--- src/design/lxt_pkg.sv ---
`default_nettype none
// ----------------------------------------------------------------------------
// lxt_pkg: shared types and constants of the lightmap extent tracker
// Field widths, register indexes, accumulator limits and the structs that
// travel between the front, the queue and the back.
// ----------------------------------------------------------------------------
package lxt_pkg;

  localparam int COORD_W  = 24;  // vertex coordinates and config registers
  localparam int PROD_W   = 48;  // one coordinate times one axis component
  localparam int ACC_W    = 52;  // projected S or T, 24 fraction bits
  localparam int FRAC_W   = 24;
  localparam int LUXEL_SH = 4;   // log2 of the luxel size in texels
  localparam int QUANT_SH = FRAC_W + LUXEL_SH;
  localparam int DIM_W    = 10;
  localparam int MIN_W    = 25;
  localparam int CFG_IDX_W = 3;

  localparam int Q_DEPTH = 4;
  localparam int Q_PTR_W = $clog2(Q_DEPTH);
  localparam int Q_CNT_W = $clog2(Q_DEPTH + 1);

  localparam logic [DIM_W-1:0] MAX_DIM = '1;
  localparam logic [MIN_W-1:0] MIN_OUT = 25'h1000000;  // -16777216
  localparam logic [MIN_W-1:0] MAX_OUT = 25'h0FFFFF0;  // 16777200

  localparam logic signed [ACC_W-1:0] ACC_MAX = {1'b0, {(ACC_W-1){1'b1}}};
  localparam logic signed [ACC_W-1:0] ACC_MIN = {1'b1, {(ACC_W-1){1'b0}}};

  localparam logic [1:0] VCOUNT_SAT = 2'd3;

  typedef enum logic [CFG_IDX_W-1:0] {
    REG_S_AXIS_X = 3'd0,
    REG_S_AXIS_Y = 3'd1,
    REG_S_AXIS_Z = 3'd2,
    REG_S_OFFSET = 3'd3,
    REG_T_AXIS_X = 3'd4,
    REG_T_AXIS_Y = 3'd5,
    REG_T_AXIS_Z = 3'd6,
    REG_T_OFFSET = 3'd7
  } lxt_reg_t;

  typedef struct packed {
    logic signed [COORD_W-1:0] s_axis_x;
    logic signed [COORD_W-1:0] s_axis_y;
    logic signed [COORD_W-1:0] s_axis_z;
    logic signed [COORD_W-1:0] s_offset;
    logic signed [COORD_W-1:0] t_axis_x;
    logic signed [COORD_W-1:0] t_axis_y;
    logic signed [COORD_W-1:0] t_axis_z;
    logic signed [COORD_W-1:0] t_offset;
  } lxt_cfg_t;

  // one projected vertex
  typedef struct packed {
    logic signed [ACC_W-1:0] s;
    logic signed [ACC_W-1:0] t;
    logic                    last;
  } lxt_proj_t;

  // bounds of a finished polygon
  typedef struct packed {
    logic signed [ACC_W-1:0] s_lo;
    logic signed [ACC_W-1:0] s_hi;
    logic signed [ACC_W-1:0] t_lo;
    logic signed [ACC_W-1:0] t_hi;
    logic                    degen;
  } lxt_extent_t;

endpackage
`default_nettype wire

--- src/design/lxt_queue.sv ---
`default_nettype none
// ----------------------------------------------------------------------------
// lxt_queue: short queue of projected vertices
// Decouples the projection pipeline from the bounds tracker.
// ----------------------------------------------------------------------------
module lxt_queue (
  input  wire logic               clk,
  input  wire logic               rst,
  input  wire logic               push,
  input  wire lxt_pkg::lxt_proj_t push_data,
  output logic                    full,
  input  wire logic               pop,
  output lxt_pkg::lxt_proj_t      pop_data,
  output logic                    not_empty
);
  import lxt_pkg::*;

  lxt_proj_t          mem [Q_DEPTH];
  logic [Q_PTR_W-1:0] wr_ptr, rd_ptr;
  logic [Q_CNT_W-1:0] count;

  assign full      = (count == Q_CNT_W'(Q_DEPTH));
  assign not_empty = (count != '0);
  assign pop_data  = mem[rd_ptr];

  always_ff @(posedge clk) begin
    if (rst) begin
      wr_ptr <= '0;
      rd_ptr <= '0;
      count  <= '0;
    end else begin
      if (push) wr_ptr <= wr_ptr + 1'b1;
      if (pop)  rd_ptr <= rd_ptr + 1'b1;
      case ({push, pop})
        2'b10:   count <= count + 1'b1;
        2'b01:   count <= count - 1'b1;
        default: count <= count;
      endcase
    end
  end

  always_ff @(posedge clk) begin
    if (push) mem[wr_ptr] <= push_data;
  end

endmodule
`default_nettype wire

--- config.mk ---
export PLATFORM = sky130hd
export DESIGN_NAME = lxt_queue
export DESIGN_NICKNAME = d
export VERILOG_FILES = /design/src/design/lxt_pkg.sv /design/src/design/lxt_queue.sv
export SDC_FILE = /design/constraint.sdc
export NUM_CORES = 1
export LEC_CHECK = 0
export ABC_AREA = 0
export ABC_CLOCK_PERIOD_IN_PS = 3300
export BUFFER_PORTS_ARGS = -buffer_cell sky130_fd_sc_hd__buf_4
export CORE_MARGIN = 5
export CORE_UTILIZATION = 40
export CTS_CLUSTER_DIAMETER = 60
export DETAILED_ROUTE_END_ITERATION = 16
export GPL_ROUTABILITY_DRIVEN = 0
export GPL_TIMING_DRIVEN = 1
export PLACE_DENSITY_LB_ADDON = 0.3
export SYNTH_ARGS = -nofsm -noshare
export SYNTH_HDL_FRONTEND = slang
export SYNTH_SLANG_ARGS = --single-unit
--- constraint.sdc ---
create_clock -name clk -period 3.3 [get_ports clk]
set_clock_uncertainty 0.15 [all_clocks]
set_input_delay 0.33 -clock clk [delete_from_list [all_inputs] [get_ports clk]]
set_output_delay 0.33 -clock clk [all_outputs]
set_load 0.05 [all_outputs]
==> reports/metrics.yaml <==
status: "finished clean"
io_pins: 216
ir_worst_vdd_v: 0.0004776
yosysSeqAreaShare_pct: 82.02
hold_path_class: "reg -> reg"
relSlewSlack_pct: 53.03
n_fill_cell: 2955
min_from: "count[2]$_SDFFE_PP0P_"
netlist_instances: 596
num_rows: 72
synth_common_cells: "edfxtp_1, mux4_2, buf_2, dfxtp_1, nor2_1"
synthTopCellsByArea: "edfxtp_1, mux4_2, dfxtp_1, buf_8, ha_1"
drt_iter0_drc: 372
drcViolationCount: 0
worstMarginPinSlew_ns: 0.7046
tns_ns: 0
clock-sinks: 429
antenna_found_initial: 0
rsz0062_at_grt: "false"
syn2layout_area_growth_pct: 30.43
initial_core_util_pct: 40.36
routed_wl_mm: 30.83
pwr_density_cell_mw_per_mm2: 632.4
yosys.area.top_type_share_pct: 80.86
drv_slew: 0
syn_area_mm2: 0.01560
postCtsSetupRepairBufs: 0
cp_cell_sequence: "buf_12 -> mux4_2 -> buf_4"
layout-drive-gt1-share_pct: 40.77
crit_path_start_kind: "register"
pwr-share-comb_pct: 15.9
yosysWarnings: 0
worstSkewPairLatency_ns: 0.54
cp.buffers_inverters: 2
avgSynthCellArea_um2: 26.17
first_pass_iters: 4
worst-path-stages: 3
switching_share_pct: 25.42
htree_levels: 2
yosysTopAreaCell: "edfxtp_1"
r2r_cells: 4
fp.dieArea_mm2: 0.04304
power_leakage_nw: 6.900
synth_fp_nets: 711
end_kind: "primary output"
die_y_um: 207.5
p_int_mw: 9.596
grt_busiest_layer: "met2"
asyncSetResetFlopFracSynth_pct: 0
drv_cap: 0
final_cells: 1509
power_frac_seq_pct: 49.2
clock_path_buffers: 3
cts_buffers: 44
fin_crit_sh_pct: 84.20
setup_viol_count_final: 0
min_period_ns: 2.778
grt_pass1_vias: 7994
viasPerCell: 4.858
cts_tree: "built"
overflow: 0
postSynthRegisterBits: 429
grt_max_degree: 74
synth-edff-count: 420
wl_per_cell_um: 20.43
coreArea_mm2: 0.03865
clkSlewWorstSetupHoldPaths_ns: 0.06
path_max_fanout: 73
vias: 7330
cpPeakStageDelay_ns: 0.61
portBuffers: 215
cp_slowest_cell: "mux4_2"
nets: 1073
cp.arrival_ns: 2.30
switching_power_mw: 3.271
met3_usage_pct: 4.564
cp-endpoint: "pop_data[13]"
placed_cells: 1322
grt_usage_pct: 14.36
clock-root-buffer: "clkbuf_16"
rrSetupSlack_ns: 1.24
diodes: 0
postRouteAntennaNets: 0
worst_r2r_startpoint: "wr_ptr[0]$_SDFFE_PP0P_"
dp_hpwl_mm: 18.25
synth_cell_types: 21
max_freq_ghz: 0.3599
crit_family: "buffers and inverters"
grt_pass1_wl_mm: 48.11
final-hold-violation-count: 0
met1_usage_pct: 19.08
met2_usage_pct: 23.13
timing.rr.end: "mem[2][4]$_DFFE_PP_"
yosysMostFrequentCell: "edfxtp_1"
critical_path_required_ns: 2.82
die_x_um: 207.5
clkPwrFrac_pct: 35.0
ys.flop_type: "edfxtp_1"
critPathKind: "reg -> out"
-- layout by cell type (no fill, tap or decap), drive strengths merged, types with 2 or more instances in the layout --
cell type,instances
dfxtp,9
ha,5
or3,2
nor2,8
edfxtp,420
mux4,105
clkbuf,53
a21oi,2
inv,7
xor2,3
dlygate4sd3,108
xnor2,2
buf,233
and2,4
clkinv,23
-- through the flow --
step / util, % / worst slack [ns] / area, um^2 / hold WS, ns / total power [mW]
finish: 52.64 / 0.5215 / 20340 / 0.3577 / 12.87
global route: 52.64 / 0.3719 / 20340 / 0.3584 / 13.39
CTS: 52.64 / 0.4495 / 20340 / 0.3268 / 13.06
detailed placement: 46.44 / 1.048 / 17950 / 0.3420 / 8.411
global placement: 46.44 / 1.061 / 17950 / 0.3308 / 8.386
floorplan: - / 0.8716 / 15600 / 0.2789 / 7.749
-- power by group through the flow --
stage	registers [mW]	clock network (mW)	logic, mW
after floorplan	6.42	0	1.33
after detailed placement	6.44	0	1.97
after global placement	6.43	0	1.95
after CTS	6.33	4.65	2.08
after global routing	6.34	4.89	2.16
final	6.32	4.50	2.04
-- what timing repair did --
item                                    in CTS  in global routing
resized for setup                            0                  0
hold buffers                               108                  0
endpoints found under the setup margin       0                  0
hold endpoints to repair                   429                  0
-- worst register-to-register path, delay by kind of cell, from the launching register on --
family                   cells  cell delay (ns)
flip-flops                   1             0.35
adder cells (fa/ha/maj)      1             0.15
AND/OR/NAND/NOR              1             0.59
buffers and inverters        2             0.50
-- logic make-up (layout without fill, tap and decap cells) --
family	after synthesis	count (layout)	synth area share [%]
AND/OR/NAND/NOR	16	16	0.4973
buffers and inverters	31	426	1.356
XOR/XNOR	5	5	0.2808
flip-flops	429	429	82.02
AO/OA/AOI/OAI	3	3	0.09623
multiplexers	106	106	15.23
adder cells (fa/ha/maj)	6	6	0.5294
-- layer usage --
| metal | wire length [um] | part of all wire (%) | vias to the layer above |
|---|---|---|---|
| li1 | - | - | 3277 |
| met1 | 13150 | 43 | 3795 |
| met2 | 14930 | 48 | 214 |
| met3 | 2214 | 7.2 | 44 |
| met4 | 534 | 1.7 | 0 |
| met5 | 0 | 0 | - |
-- registers in the layout, indices dropped and copies added (netlist names), named ones only --
register	cells
mem	420
rd_ptr	2
count	3
wr_ptr	2
-- worst min path at each step --
| stage | endpoint | depth (start not counted) |
|---|---|---|
| 6_report | count[2]$_SDFFE_PP0P_ | 2 |
| 5_1_grt | mem[3][11]$_DFFE_PP_ | 2 |
| 4_1_cts | mem[3][95]$_DFFE_PP_ | 2 |
| 3_5_place_dp | count[2]$_SDFFE_PP0P_ | 2 |
| 3_3_place_gp | count[2]$_SDFFE_PP0P_ | 2 |
| 2_1_floorplan | mem[0][0]$_DFFE_PP_ | 0 |
-- area by class of cell --
type                            count  area (um^2)  area share [%]
Tap cell                          518        648.1           3.186
Multi-Input combinational cell    136         2604           12.80
Timing Repair Buffer              341         2955           14.53
Sequential cell                   429        12800           62.92
Clock buffer                       53         1156           5.683
Clock inverter                     26        158.9          0.7811
Inverter                            6        22.52          0.1107
No activity file was read; power rests on OpenSTA's default activity.
