**src/design/lxt_pkg.sv**
```systemverilog
`default_nettype none
// ----------------------------------------------------------------------------
// lxt_pkg: shared types and constants of the lightmap extent tracker
// Field widths, register indexes, accumulator limits and the structs that
// travel between the front, the queue and the back.
// ----------------------------------------------------------------------------
package lxt_pkg;

  localparam int COORD_W  = 24;  // vertex coordinates and config registers
  localparam int PROD_W   = 48;  // one coordinate times one axis component
  localparam int ACC_W    = 52;  // projected S or T, 24 fraction bits
  localparam int FRAC_W   = 24;
  localparam int LUXEL_SH = 4;   // log2 of the luxel size in texels
  localparam int QUANT_SH = FRAC_W + LUXEL_SH;
  localparam int DIM_W    = 10;
  localparam int MIN_W    = 25;
  localparam int CFG_IDX_W = 3;

  localparam int Q_DEPTH = 4;
  localparam int Q_PTR_W = $clog2(Q_DEPTH);
  localparam int Q_CNT_W = $clog2(Q_DEPTH + 1);

  localparam logic [DIM_W-1:0] MAX_DIM = '1;
  localparam logic [MIN_W-1:0] MIN_OUT = 25'h1000000;  // -16777216
  localparam logic [MIN_W-1:0] MAX_OUT = 25'h0FFFFF0;  // 16777200

  localparam logic signed [ACC_W-1:0] ACC_MAX = {1'b0, {(ACC_W-1){1'b1}}};
  localparam logic signed [ACC_W-1:0] ACC_MIN = {1'b1, {(ACC_W-1){1'b0}}};

  localparam logic [1:0] VCOUNT_SAT = 2'd3;

  typedef enum logic [CFG_IDX_W-1:0] {
    REG_S_AXIS_X = 3'd0,
    REG_S_AXIS_Y = 3'd1,
    REG_S_AXIS_Z = 3'd2,
    REG_S_OFFSET = 3'd3,
    REG_T_AXIS_X = 3'd4,
    REG_T_AXIS_Y = 3'd5,
    REG_T_AXIS_Z = 3'd6,
    REG_T_OFFSET = 3'd7
  } lxt_reg_t;

  typedef struct packed {
    logic signed [COORD_W-1:0] s_axis_x;
    logic signed [COORD_W-1:0] s_axis_y;
    logic signed [COORD_W-1:0] s_axis_z;
    logic signed [COORD_W-1:0] s_offset;
    logic signed [COORD_W-1:0] t_axis_x;
    logic signed [COORD_W-1:0] t_axis_y;
    logic signed [COORD_W-1:0] t_axis_z;
    logic signed [COORD_W-1:0] t_offset;
  } lxt_cfg_t;

  // one projected vertex
  typedef struct packed {
    logic signed [ACC_W-1:0] s;
    logic signed [ACC_W-1:0] t;
    logic                    last;
  } lxt_proj_t;

  // bounds of a finished polygon
  typedef struct packed {
    logic signed [ACC_W-1:0] s_lo;
    logic signed [ACC_W-1:0] s_hi;
    logic signed [ACC_W-1:0] t_lo;
    logic signed [ACC_W-1:0] t_hi;
    logic                    degen;
  } lxt_extent_t;

endpackage
`default_nettype wire

```
**src/design/lxt_ifs.sv**
```systemverilog
`default_nettype none


interface lxt_result_if;
  logic                                 valid;
  logic                                 ready;
  logic [lxt_pkg::DIM_W-1:0]            luxel_width;
  logic [lxt_pkg::DIM_W-1:0]            luxel_height;
  logic signed [lxt_pkg::MIN_W-1:0]     s_min_aligned;
  logic signed [lxt_pkg::MIN_W-1:0]     t_min_aligned;
  logic                                 size_overflow;

  modport source (output valid, luxel_width, luxel_height, s_min_aligned, t_min_aligned,
                  size_overflow, input ready);
  modport sink   (input valid, luxel_width, luxel_height, s_min_aligned, t_min_aligned,
                  size_overflow, output ready);
endinterface
`default_nettype wire

```
**src/design/lxt_back.sv**
```systemverilog
`default_nettype none
// ----------------------------------------------------------------------------
// lxt_back: bounds tracker and result formatter
// Folds vertices into running min/max, snaps the bounds to luxels.
// ----------------------------------------------------------------------------
module lxt_back (
  input  wire logic               clk,
  input  wire logic               rst,
  input  wire logic               q_valid,
  input  wire lxt_pkg::lxt_proj_t q_data,
  output logic                    q_pop,
  lxt_result_if.source            result
);
  import lxt_pkg::*;

  logic signed [ACC_W-1:0] s_low, s_high, t_low, t_high;
  logic signed [ACC_W-1:0] s_low_next, s_high_next, t_low_next, t_high_next;
  logic [1:0]              vertex_count;

  lxt_extent_t fin;
  logic        fin_valid;
  logic        out_free, fin_free, fin_adv;

  assign out_free = !result.valid || result.ready;
  assign fin_adv  = fin_valid && out_free;
  assign fin_free = !fin_valid || out_free;
  assign q_pop    = q_valid && (!q_data.last || fin_free);

  assign s_low_next  = (q_data.s < s_low)  ? q_data.s : s_low;
  assign s_high_next = (q_data.s > s_high) ? q_data.s : s_high;
  assign t_low_next  = (q_data.t < t_low)  ? q_data.t : t_low;
  assign t_high_next = (q_data.t > t_high) ? q_data.t : t_high;

  // track bounds; restart on the last vertex
  always_ff @(posedge clk) begin
    if (rst) begin
      s_low        <= ACC_MAX;
      s_high       <= ACC_MIN;
      t_low        <= ACC_MAX;
      t_high       <= ACC_MIN;
      vertex_count <= '0;
      fin_valid    <= 1'b0;
    end else begin
      if (fin_adv) fin_valid <= 1'b0;
      if (q_pop) begin
        if (q_data.last) begin
          s_low        <= ACC_MAX;
          s_high       <= ACC_MIN;
          t_low        <= ACC_MAX;
          t_high       <= ACC_MIN;
          vertex_count <= '0;
          fin_valid    <= 1'b1;
        end else begin
          s_low  <= s_low_next;
          s_high <= s_high_next;
          t_low  <= t_low_next;
          t_high <= t_high_next;
          if (vertex_count != VCOUNT_SAT) vertex_count <= vertex_count + 1'b1;
        end
      end
    end
  end

  always_ff @(posedge clk) begin
    if (q_pop && q_data.last) begin
      fin.s_lo  <= s_low_next;
      fin.s_hi  <= s_high_next;
      fin.t_lo  <= t_low_next;
      fin.t_hi  <= t_high_next;
      fin.degen <= (vertex_count < 2'd2);
    end
  end

  // snap to luxels: floor of the minimum, ceiling of the maximum
  logic signed [COORD_W-1:0] slq, tlq;
  logic signed [COORD_W:0]   shq, thq;
  logic signed [COORD_W+1:0] s_span, t_span;
  logic [DIM_W-1:0]          w_dim, h_dim;
  logic                      w_ovf, h_ovf;
  logic [MIN_W-1:0]          s_min, t_min;

  assign slq = fin.s_lo[ACC_W-1:QUANT_SH];
  assign tlq = fin.t_lo[ACC_W-1:QUANT_SH];
  assign shq = {fin.s_hi[ACC_W-1], fin.s_hi[ACC_W-1:QUANT_SH]}
             + {{COORD_W{1'b0}}, |fin.s_hi[QUANT_SH-1:0]};
  assign thq = {fin.t_hi[ACC_W-1], fin.t_hi[ACC_W-1:QUANT_SH]}
             + {{COORD_W{1'b0}}, |fin.t_hi[QUANT_SH-1:0]};
  assign s_span = {shq[COORD_W], shq} - {{2{slq[COORD_W-1]}}, slq} + 26'sd1;
  assign t_span = {thq[COORD_W], thq} - {{2{tlq[COORD_W-1]}}, tlq} + 26'sd1;

  function automatic logic [DIM_W:0] clamp_dim(input logic [COORD_W+1:0] span);
    logic [DIM_W:0] r;
    if (span[COORD_W+1] || span == '0) begin
      r = {1'b0, {(DIM_W-1){1'b0}}, 1'b1};
    end else if (|span[COORD_W:DIM_W]) begin
      r = {1'b1, MAX_DIM};
    end else begin
      r = {1'b0, span[DIM_W-1:0]};
    end
    return r;
  endfunction

  function automatic logic [MIN_W-1:0] clamp_min(input logic [COORD_W-1:0] q);
    logic [COORD_W+LUXEL_SH-1:0] m;
    logic [MIN_W-1:0]            r;
    m = {q, {LUXEL_SH{1'b0}}};
    if (m[COORD_W+LUXEL_SH-1] && (m[COORD_W+LUXEL_SH-1:MIN_W-1] != '1)) begin
      r = MIN_OUT;
    end else if (!m[COORD_W+LUXEL_SH-1] && (|m[COORD_W+LUXEL_SH-1:MIN_W-1])) begin
      r = MAX_OUT;
    end else begin
      r = m[MIN_W-1:0];
    end
    return r;
  endfunction

  assign {w_ovf, w_dim} = clamp_dim(s_span);
  assign {h_ovf, h_dim} = clamp_dim(t_span);
  assign s_min = clamp_min(slq);
  assign t_min = clamp_min(tlq);

  // output register
  always_ff @(posedge clk) begin
    if (rst) begin
      result.valid <= 1'b0;
    end else if (fin_adv) begin
      result.valid <= 1'b1;
    end else if (result.ready) begin
      result.valid <= 1'b0;
    end
  end

  always_ff @(posedge clk) begin
    if (fin_adv) begin
      if (fin.degen) begin
        result.luxel_width   <= '0;
        result.luxel_height  <= '0;
        result.s_min_aligned <= '0;
        result.t_min_aligned <= '0;
        result.size_overflow <= 1'b0;
      end else begin
        result.luxel_width   <= w_dim;
        result.luxel_height  <= h_dim;
        result.s_min_aligned <= s_min;
        result.t_min_aligned <= t_min;
        result.size_overflow <= w_ovf | h_ovf;
      end
    end
  end

endmodule
`default_nettype wire

```
**src/flat_wrapper.sv**
```systemverilog
// flat-port wrapper written by rule: the top's interface ports become plain ports
module lxt_back_flat import lxt_pkg::*;
  (clk, rst, q_valid, q_data, q_pop, result_valid, result_luxel_width, result_luxel_height, result_s_min_aligned, result_t_min_aligned, result_size_overflow, result_ready);
  lxt_result_if result_i ();
  input  wire logic clk;
  input  wire logic rst;
  input  wire logic q_valid;
  input  wire lxt_pkg::lxt_proj_t q_data;
  output logic q_pop;
  output wire logic [$bits(result_i.valid)-1:0] result_valid;
  output wire logic [$bits(result_i.luxel_width)-1:0] result_luxel_width;
  output wire logic [$bits(result_i.luxel_height)-1:0] result_luxel_height;
  output wire logic [$bits(result_i.s_min_aligned)-1:0] result_s_min_aligned;
  output wire logic [$bits(result_i.t_min_aligned)-1:0] result_t_min_aligned;
  output wire logic [$bits(result_i.size_overflow)-1:0] result_size_overflow;
  input wire logic [$bits(result_i.ready)-1:0] result_ready;
  assign result_valid = result_i.valid;
  assign result_luxel_width = result_i.luxel_width;
  assign result_luxel_height = result_i.luxel_height;
  assign result_s_min_aligned = result_i.s_min_aligned;
  assign result_t_min_aligned = result_i.t_min_aligned;
  assign result_size_overflow = result_i.size_overflow;
  assign result_i.ready = result_ready;
  lxt_back u_core (.clk(clk), .rst(rst), .q_valid(q_valid), .q_data(q_data), .q_pop(q_pop), .result(result_i));
endmodule
```
**config.mk**
```make
export PLATFORM = sky130hd
export DESIGN_NAME = lxt_back_flat
export DESIGN_NICKNAME = d
export VERILOG_FILES = /design/src/design/lxt_pkg.sv /design/src/design/lxt_ifs.sv /design/src/design/lxt_back.sv /design/src/flat_wrapper.sv
export SDC_FILE = /design/constraint.sdc
export NUM_CORES = 1
export LEC_CHECK = 0
export BUFFER_PORTS_ARGS = -buffer_cell sky130_fd_sc_hd__clkbuf_2
export CORE_ASPECT_RATIO = 0.6
export CORE_MARGIN = 1.5
export CORE_UTILIZATION = 60
export CTS_CLUSTER_DIAMETER = 200
export DETAILED_ROUTE_END_ITERATION = 12
export PLACE_DENSITY = 0.79
export SLEW_MARGIN = 20
export SYNTH_ARGS = -nofsm -noshare
export SYNTH_HDL_FRONTEND = slang
export SYNTH_SLANG_ARGS = --single-unit
```
**constraint.sdc**
```tcl
create_clock -name clk -period 15.2 [get_ports clk]
set_input_delay 3.04 -clock clk [delete_from_list [all_inputs] [get_ports clk]]
set_output_delay 3.04 -clock clk [all_outputs]
set_load 0.005 [all_outputs]
```
==> results of run 1 <==
## layout make-up
class                           instances  area (um^2)
Antenna cell                            3         7.51
Clock buffer                           61         1230
Clock inverter                         17          126
Fill cell                            3104        13100
Inverter                              331         1240
Multi-Input combinational cell       1704        12500
Sequential cell                       428        10700
Tap cell                              531          664
Timing Repair Buffer                  191         1000
## state kept, by name (all words and copies together) (netlist names)
name,count
u_core.fin,153
u_core.t_low,52
u_core.fin_valid,1
u_core.result.t_min_aligned,21
u_core.s_low,52
u_core.result.s_min_aligned,21
u_core.result.valid,1
u_core.result.luxel_height,10
u_core.t_high,52
u_core.s_high,52
u_core.result.size_overflow,1
u_core.vertex_count,2
u_core.result.luxel_width,10
## critical path, stage by stage
cell and delay [ns]:
clkbuf_2 0.08, nor2b_1 0.29, nand3_1 0.14, nand2_2 0.08
buf_4 0.57, clkinv_1 0.47, clkbuf_2 0.24
## Yosys cell counts (all sizes together), types with 6 or more instances
master    n  area [um^2]
nor4     22          138
xor2     19          166
dfxtp   212         4240
nand3   121          606
a21o    107          803
o211ai  163         1220
edfxtp  216         6490
or2       9         56.3
nand4    65          407
a211oi   10         80.1
and4      6         52.6
a31oi     8         50.1
nor2     58          218
nand2b    9         56.3
mux2i    57          571
clkbuf  118          443
o21a     56          420
o21ai   148          741
xnor2    16          140
ha      301         3770
nor3     14         81.3
nand2   240          901
a22o     53          464
inv     329         1230
nor2b     8         50.1
buf      18          100
a21oi   119          596
## through the flow
stage / hold WS [ns] / util / setup WS [ns] / total power [mW] / cells
after floorplan: 0.442 / - / 6.98 / 1.84 / 2599
after global placement: 0.455 / 0.643 / 7.25 / 2.01 / 3185
after detailed placement: 0.455 / 0.643 / 7.24 / 2.04 / 3185
after CTS: 0.475 / 0.677 / 7.24 / 3.07 / 3263
after global routing: 0.482 / 0.677 / 7.09 / 3.22 / 3265
final: 0.475 / 0.677 / 7.22 / 3.07 / 3266
## per-layer routing
layer | vias to the layer above | track usage
met1 | 9479 | 0.454
li1 | 9583 | -
met3 | 107 | 0.0443
met4 | 2 | 0.0648
met5 | - | 0
met2 | 774 | 0.424
## power groups by stage
stage | sequential [mW] | combinational, mW | clock, mW
after floorplan | 1.36 | 0.485 | 0
after global placement | 1.36 | 0.651 | 0
after detailed placement | 1.37 | 0.674 | 0
after CTS | 1.34 | 0.681 | 1.05
after global routing | 1.35 | 0.768 | 1.10
final | 1.34 | 0.692 | 1.04
## kinds of logic (layout without fill, tap and decap cells)
logic type,Yosys count,after routing,synth area share
flip-flops,428,428,0.431
AND/OR/NAND/NOR,578,578,0.111
XOR/XNOR,35,35,0.0123
multiplexers,61,61,0.0247
other,1,11,0.000151
AO/OA/AOI/OAI,717,717,0.195
adder cells (fa/ha/maj),305,305,0.154
buffers and inverters,467,600,0.0717
## worst max path at each step
stage / startpoint / to / slack [ns] / cells after the start
2_1_floorplan: q_data[0] / u_core.s_high[10] / 6.98 / 9
3_3_place_gp: result_ready / q_pop / 7.25 / 7
3_5_place_dp: result_ready / q_pop / 7.24 / 7
4_1_cts: result_ready / q_pop / 7.24 / 7
5_1_grt: result_ready / q_pop / 7.09 / 7
6_report: result_ready / q_pop / 7.22 / 7
==> impl_metrics.toml, run 1 <==
[status]
status = "complete, no violations"

[hold_path]
min_path_type = "flop to flop"
hp-start = "u_core.s_high[4]"
whs_path_depth = 1
min_to = "u_core.s_high[4]"

[pwr]
pwr-share-comb = 0.225
swShare = 0.303
powerDensity_nw_per_um2 = 112
p_sw_uw = 933
intPower_mw = 2.14
leakage_nw = 12.7
ir_drop_uv = 75.6
clkPwrFrac = 0.338
pwr-share-seq = 0.437

[yosys]
synth_seq_cells = 428
synth.distinct_cells = 74
syn_inst = 2592
yosys_warnings = 0
synth_area_um2 = 24900
ys_seq_area_frac = 0.431
synth_flop_cell = "edfxtp_1"
synthArstFlopShare = 0
synth_edf_count = 216
postSynthAreaPerCell_um2 = 9.60

[final_layout]
syn_to_final_growth_pct = 10.5
final_cell_mix = "329 x inv_1, 301 x ha_1, 239 x nand2_1, 216 x edfxtp_1, 212 x dfxtp_1"
num-nets-final = 3112
drive_gt1_frac = 0.107
finalInstanceArea_um2 = 27500
mostFrequentLayoutCell = "inv_1"

[clock_network]
numCtsBuffers = 42
cts_sinks = 428
postCtsHoldBufs = 0
clk_latency_ns = 0.56
cts_setup_buffers = 0
cts_max_level = 2
cts_tree = "built"
cts-root-buf = "clkbuf_16"
cts_buffer_depth = 3
cts_resized = 0
clk_pin_slew_ns = 0.06

[timing]
slew_viol_final = 0
setup_viol_count_final = 0
clock.fmax_mhz = 125
fin_skew_ns = 0.0167
slew-limit-headroom = 0.278
post-route-period-util = 0.525
layout_min_cycle_time_ns = 7.98
fin_setup_tns_ns = 0
rsz0062_at_grt = "no"
tightest_slew_ns = 1.08
finalHoldViolations = 0

[detailed_routing]
highest_layer = "met5"
wl_met2_mm = 26.4
postRouteAntennaNets = 0
vias = 19900
drt_pass1_iterations = 6
wl_met3_mm = 4.98
viasPerCell = 6.11
post_drt_wl_per_cell_um = 19.2
wl_mm = 62.8
drc = 0
m1WireLength_mm = 30.2
drtIter0Drc = 2209

[critical_path]
ff2ff_path_depth = 16
cp-end-kind = "output port"
rrSetupSlack_ns = 9.56
worstReg2RegEnd = "u_core.result.luxel_width[5]"
cp.arrival_ns = 4.94
crit_required_ns = 12.16
worst-setup-path-type = "input pin to output port"
cp-start-kind = "input pin"
r2r_start = "u_core.fin[106]"
critPathMaxFanout = 58

[die]
die_h_um = 161
io_pins = 182
rows = 57
dieArea_um2 = 42800
start_util = 0.612
die_x_um = 266
core_um2 = 40700

[placed_design]
placed_cell_area_um2 = 26100
gp_congestion = 0.942
hpwl_mm = 45.3
port_buffers = 173

[global_routing]
grt_max_degree = 107
grt_antenna_before_repair = 3
grt_pass1_wl_mm = 100
grt_pass1_vias = 18700
track_usage = 0.292
grt-ovfl-total = 0

[flow_run]
max-cap-violations = 0
Note: power is estimated with default switching activity, not from simulation.
==> run 2: changes to the inputs <==
- clock period: 15.2 -> 7.4 ns (I/O delays scaled with it)
==> impl_metrics.toml, run 2 (synthesis results as in run 1) <==
[global_routing]
grt_antenna_before_repair = 4
grt_pass1_wl_mm = 103
grt_pass1_vias = 18600
grt_max_degree = 105
track_usage = 0.301
grt-ovfl-total = 0

[clock_network]
clk_latency_ns = 0.56
cts_setup_buffers = 0
cts_resized = 0
cts_sinks = 428
postCtsHoldBufs = 0
numCtsBuffers = 42
cts_tree = "built"
clk_pin_slew_ns = 0.06
cts_buffer_depth = 3
cts_max_level = 2
cts-root-buf = "clkbuf_16"

[timing]
slew_viol_final = 0
layout_min_cycle_time_ns = 5.45
post-route-period-util = 0.737
setup_ws_ns = 1.95
finalHoldViolations = 0
slew-limit-headroom = 0.244
fin_setup_tns_ns = 0
setup_viol_count_final = 0
clock.fmax_mhz = 183
tightest_slew_ns = 1.13
rsz0062_at_grt = "no"
fin_skew_ns = 0.0164

[detailed_routing]
postRouteAntennaNets = 0
post_drt_wl_per_cell_um = 19.8
viasPerCell = 6.10
drtIter0Drc = 2072
drc = 0
wl_mm = 64.6
vias = 20000
drt_pass1_iterations = 6

[hold_path]
whs_path_depth = 1
min_to = "u_core.s_high[14]"
hp-start = "u_core.s_high[14]"
min_path_type = "flop to flop"

[die]
die_h_um = 161
core_um2 = 40700
rows = 57
start_util = 0.612
dieArea_um2 = 42800
die_x_um = 266
io_pins = 182

[pwr]
powerDensity_nw_per_um2 = 235
finalPower_mw = 6.50
ir_drop_uv = 198
leakage_nw = 12.8

[critical_path]
critical-path-slowest-cell = "or4_1"
crit_chain = "nor4_1 -> nand4_1 -> nor2_1 -> fa_1 -> inv_1 -> ha_1 -> fa_1 -> a21oi_1 -> o21ai_0 -> a21oi_1 -> xnor2_1 -> or4_1 -> nor4_1 -> nand4_1 -> nor3_4 -> o22ai_1"
cp.arrival_ns = 5.71
worst-setup-path-type = "flop to flop"
slowest_delay_ns = 0.52
worstReg2RegEnd = "u_core.result.size_overflow"
crit_required_ns = 7.66
crit_family = "simple AND/OR/NAND/NOR gates"
ff2ff_path_depth = 16
worst-path-buf-inv = 1
cp-start-kind = "flop"
rrSetupSlack_ns = 1.95
r2r_start = "u_core.fin[3]"
cp-end-kind = "flop"
critPathMaxFanout = 10

[placed_design]
gp_congestion = 0.941
port_buffers = 173
pre_cts_slack_ns = 1.65
hpwl_mm = 47.2

[final_layout]
regMostFlops = "u_core.fin"
largest_register_ffs = 153
drive_gt1_frac = 0.109
num-fill-cells = 3142
mostFrequentLayoutCell = "inv_1"
final_cell_mix = "329 x inv_1, 301 x ha_1, 239 x nand2_1, 216 x edfxtp_1, 212 x dfxtp_1"
syn_to_final_growth_pct = 11.3
num-nets-final = 3119

[flow_run]
max-cap-violations = 0

[status]
status = "complete, no violations"
run 2: cell types whose count changed in the layout (fill, tap and decap cells not counted):
cell	change
diode_2	-1
clkinv_4	-2
inv_6	+4
clkinv_1	+4
buf_16	+2
and3_2	+1
clkinv_2	-6
clkinvlp_4	+2
buf_12	+1
buf_4	+4
and3_4	-1
bufinv_16	+4
clkbuf_1	-5
clkbuf_16	-1
run 2: through the flow:
stage	cell area [um^2]	cells	util	hold slack, ns
after floorplan	24900	2599	-	0.442
after global placement	26200	3189	0.644	0.455
after detailed placement	26200	3190	0.645	0.455
after CTS	27700	3268	0.680	0.477
after global routing	27700	3272	0.682	0.485
final	27700	3272	0.682	0.474
run 2: metal layers:
metal	vias up	GRT usage	wire length [um]
met5	-	0	14
met4	2	0.0638	1160
met3	89	0.0512	5280
met2	778	0.428	26600
met1	9511	0.476	31600
li1	9595	-	-
run 2: layout make-up:
| cell class | instances | area, um^2 | area share |
|---|---|---|---|
| diodes | 2 | 5.00 | 0.000181 |
| multi-input cells | 1704 | 12500 | 0.451 |
| clock inverters | 23 | 264 | 0.00953 |
| inverters | 331 | 1240 | 0.0448 |
| flip-flops and latches | 428 | 10700 | 0.387 |
| clock buffers | 55 | 1180 | 0.0427 |
| well taps | 531 | 664 | 0.0240 |
| repair buffers | 198 | 1110 | 0.0401 |
run 2: worst register-to-register path: stages (launching register included):
cell and delay [ns]:
edfxtp_1 0.38, nor4_1 0.47, nand4_1 0.20, nor2_1 0.48
fa_1 0.30, inv_1 0.08, ha_1 0.21, fa_1 0.41
a21oi_1 0.33, o21ai_0 0.21, a21oi_1 0.35, xnor2_1 0.12
or4_1 0.53, nor4_1 0.29, nand4_1 0.22, nor3_4 0.46
o22ai_1 0.13
run 2: power by group:
part	internal [mW]	switching, mW	total, mW	leakage (nW)
Clock	1.31	0.973	2.29	0.688
Sequential	2.68	0.0769	2.76	3.80
Combinational	0.533	0.927	1.46	8.35
run 2: how the worst max path moves through the flow:
stage	startpoint	endpoint	slack (ns)	cells after the start
floorplan	q_data[0]	u_core.s_high[10]	0.74	9
global placement	q_data[90]	u_core.fin[188]	1.88	10
global route	u_core.fin[116]	u_core.result.luxel_width[7]	1.43	16
detailed placement	q_data[90]	u_core.fin[186]	1.65	10
CTS	u_core.fin[112]	u_core.result.luxel_width[2]	1.96	16
finish	u_core.fin[3]	u_core.result.size_overflow	1.95	16
